## src/r2fft_ram.sv

```systemverilog
// Generic single-write, single-read RAM with registered read data.
module r2fft_ram #(
  parameter int WIDTH = 48,
  parameter int DEPTH = 64
) (
  input  logic                     clk,
  input  logic                     we,
  input  logic [$clog2(DEPTH)-1:0] waddr,
  input  logic [WIDTH-1:0]         wdata,
  input  logic [$clog2(DEPTH)-1:0] raddr,
  output logic [WIDTH-1:0]         rdata
);
  logic [WIDTH-1:0] mem [DEPTH];

  always_ff @(posedge clk) begin
    if (we) begin
      mem[waddr] <= wdata;
    end
    rdata <= mem[raddr];
  end
endmodule

```

## config.mk

```make
export PLATFORM = sky130hd
export DESIGN_NAME = r2fft_ram
export DESIGN_NICKNAME = d
export VERILOG_FILES = /design/src/r2fft_ram.sv
export SDC_FILE = /design/constraint.sdc
export NUM_CORES = 2
export LEC_CHECK = 0
export BUFFER_PORTS_ARGS = -buffer_cell sky130_fd_sc_hd__buf_4
export CORE_ASPECT_RATIO = 0.9
export CORE_UTILIZATION = 63
export DETAILED_ROUTE_END_ITERATION = 16
export GPL_TIMING_DRIVEN = 0
export PLACE_DENSITY = 0.79
export SYNTH_ARGS = -nofsm -noshare
export SYNTH_HDL_FRONTEND = slang
export SYNTH_SLANG_ARGS = --single-unit
```

## constraint.sdc

```tcl
create_clock -name clk -period 7.32 [get_ports clk]
set_input_delay 1.464 -clock clk [delete_from_list [all_inputs] [get_ports clk]]
set_output_delay 1.464 -clock clk [all_outputs]
set_load 0.03 [all_outputs]
```

==> impl_metrics.toml <==
[sta]
finalCriticalPeriod_ps = 5030
fin_crit_sh_pct = 68.7
worst_hold_slack_ps = 1010
worst_pin_slew_ps = 1620
rsz0062_at_grt = "no"
relSlewSlack_pct = -8.14
skew_ps = 48.4
setup_tns_ps = 0
final-setup-viol-count = 0
drv_slew = 22
clock.fmax_mhz = 199
final-hold-violation-count = 0

[status]
status = "complete, but fails checks"
violations = "max-capacitance violations, max-slew violations"

[critical_path]
slowest_stage = "a221oi_1"
cp.arrival_ps = 5710
crit_type = "in -> reg"
slowest_delay_ps = 1270
crit_required_ps = 8000
end_kind = "flip-flop"
critPathMaxFanout = 12
crit_top_cell = "a221oi_1"
crit_chain = "buf_4 > clkbuf_1 > and2_1 > buf_2 > buf_1 > a221oi_1 > a221oi_1"
start_kind = "input pin"

[yosys]
yosys-top-cells-area = "edfxtp_1, mux4_2, dfxtp_1"
syn_inst = 4970
ys_types = 36
synth_nets = 5032
yosysWarnings = 0
synth_top_area_cell = "edfxtp_1"
ys_seq_elements = 3120
synth_seq_area_share_pct = 79.6
yosysTopAreaCellShare_pct = 78.8
netlist_area_mm2 = 0.117
postSynthAreaPerCell_um2 = 23.6

[pwr]
power_mw = 36.8
ir_drop_mv = 0.276
seqPwrFrac_pct = 53.8
power.density_mw_per_mm2 = 276
p_clk_share_pct = 40.4
p_int_mw = 28.7
p_leak_nw = 41.6
combPwrFrac_pct = 5.8
swShare_pct = 22.1
switching_power_mw = 8.12

[clocking]
numCtsBuffers = 302
htreeDepth = 5
post_cts_buffers = 0
clk-insertion-delay-late_ps = 960
cts-root-buf = "clkbuf_16"
clk_path_buf_depth = 4
cts.hold.buffers_added = 0
cts_tree = "built"
cts_sinks = 3120
cts_resized = 0
path_clk_slew_ps = 60

[placed_design]
portBuffers = 101
dp_hpwl_um = 209000
post-place-cells = 7627
place_congestion = 0.853

[flow_run]
max_cap_violations = 2

[floorplan]
dieWidth_um = 456
start_util_pct = 63.6
core.rowCount = 149
die_h_um = 411
io_pins = 110
die_area_mm2 = 0.188
coreArea_mm2 = 0.184

[detailed_routing]
via_per_inst = 7.69
finalWirelength_um = 353000
via_count = 62700
wire_per_inst_um = 43.3
drc = 0
drt-initial-drc-count = 12300
first_pass_iters = 8
ant_nets = 0

[final_layout]
final_util_pct = 72.4
drive_above_1_share_pct = 28.6
syn_to_final_growth_pct = 13.8
final_cells = 8158
fin_nets = 5577
final_cell_mix = "edfxtp_1, mux4_2, clkbuf_16"
final_common_cell = "edfxtp_1"

[global_route]
grt_antenna_before_repair = 23
grt_overflow = 0
grt_max_degree = 65
groute.usage.overall_pct = 37.9
grt_pass1_wl_um = 485000
grt_pass1_vias = 62200

[min_path]
worstHoldPathType = "reg -> reg"
-- Yosys cell counts --
| cell type | count |
|---|---|
| a211oi_1 | 32 |
| a21oi_1 | 74 |
| a221oi_1 | 83 |
| a22o_1 | 57 |
| a22oi_1 | 72 |
| a311o_1 | 1 |
| a311oi_1 | 11 |
| a31o_2 | 5 |
| a31oi_1 | 1 |
| and2_1 | 3 |
| and3_1 | 1 |
| buf_1 | 12 |
| buf_2 | 98 |
| buf_4 | 62 |
| buf_6 | 11 |
| clkbuf_1 | 98 |
| clkbuf_2 | 1 |
| dfxtp_1 | 48 |
| edfxtp_1 | 3072 |
| mux2_2 | 12 |
| mux2i_1 | 63 |
| mux4_2 | 754 |
| nand2_1 | 55 |
| nand2b_1 | 10 |
| nand3_1 | 7 |
| nand3b_1 | 5 |
| nand4_1 | 2 |
| nand4b_1 | 1 |
| nor2_1 | 132 |
| nor2b_1 | 24 |
| nor3_1 | 3 |
| o221ai_1 | 28 |
| o22ai_1 | 122 |
| or2_2 | 3 |
| or3_1 | 3 |
| or3b_2 | 4 |
-- cell type report --
| cell class | instances | area (um^2) |
|---|---|---|
| well taps | 2416 | 3020 |
| clock buffers | 385 | 8020 |
| clock inverters | 134 | 1040 |
| diodes | 12 | 30.0 |
| plain buffers | 282 | 1500 |
| flip-flops and latches | 3120 | 93200 |
| multi-input cells | 1568 | 22900 |
| repair buffers | 241 | 3560 |
| fillers | 9394 | 50700 |
-- state kept, by name, indices dropped and copies added (netlist names) --
| register | cells |
|---|---|
| mem | 3072 |
| rdata | 48 |
-- metrics by stage --
| step | area (um^2) | worst slack (ps) |
|---|---|---|
| after CTS | 133000 | 2600 |
| after floorplan | 117000 | 1570 |
| final | 133000 | 2290 |
| after global placement | 121000 | -2630 |
| after detailed placement | 124000 | 1640 |
| after global routing | 133000 | 2410 |
-- cells by family after synthesis --
logic type	Yosys count	share of synthesized area [%]
buf+inv	282	1.28
flops	3120	79.6
mux	829	15.2
compound gates	486	3.02
simple gates	253	0.957
-- worst paths after layout --
check / slack [ps] / end / startpoint / depth (start not counted)
max: 2290 / rdata[45] / raddr[3] / 7
min reg2reg: 1010 / rdata[2] / mem[15][2] / 3
min: 1010 / rdata[2] / mem[15][2] / 3
max reg2reg: 4460 / rdata[45] / mem[41][45] / 5
-- power groups by stage --
stage,Combinational [mW],Clock (mW),Sequential [mW]
detailed placement,2.00,0,20.2
CTS,2.05,14.8,19.8
floorplan,0.945,0,20.3
finish,2.12,14.9,19.8
global placement,1.91,0,20.2
global route,2.13,15.4,19.8
-- worst max-delay path, delay by kind of cell --
kind / cells / cell delay [ps]
buffers and inverters: 4 / 2350
and+or+nand+nor: 1 / 280
AOI/OAI and AO/OA: 2 / 1580
-- per-layer routing --
layer	GRT usage, %	vias up	share of wire (%)
met2	57.2	6884	45
met5	0	-	0.065
li1	-	22600	-
met4	22.0	24	7.1
met1	49.6	31900	32
met3	11.8	1357	16
No activity file was read; power rests on OpenSTA's default activity.
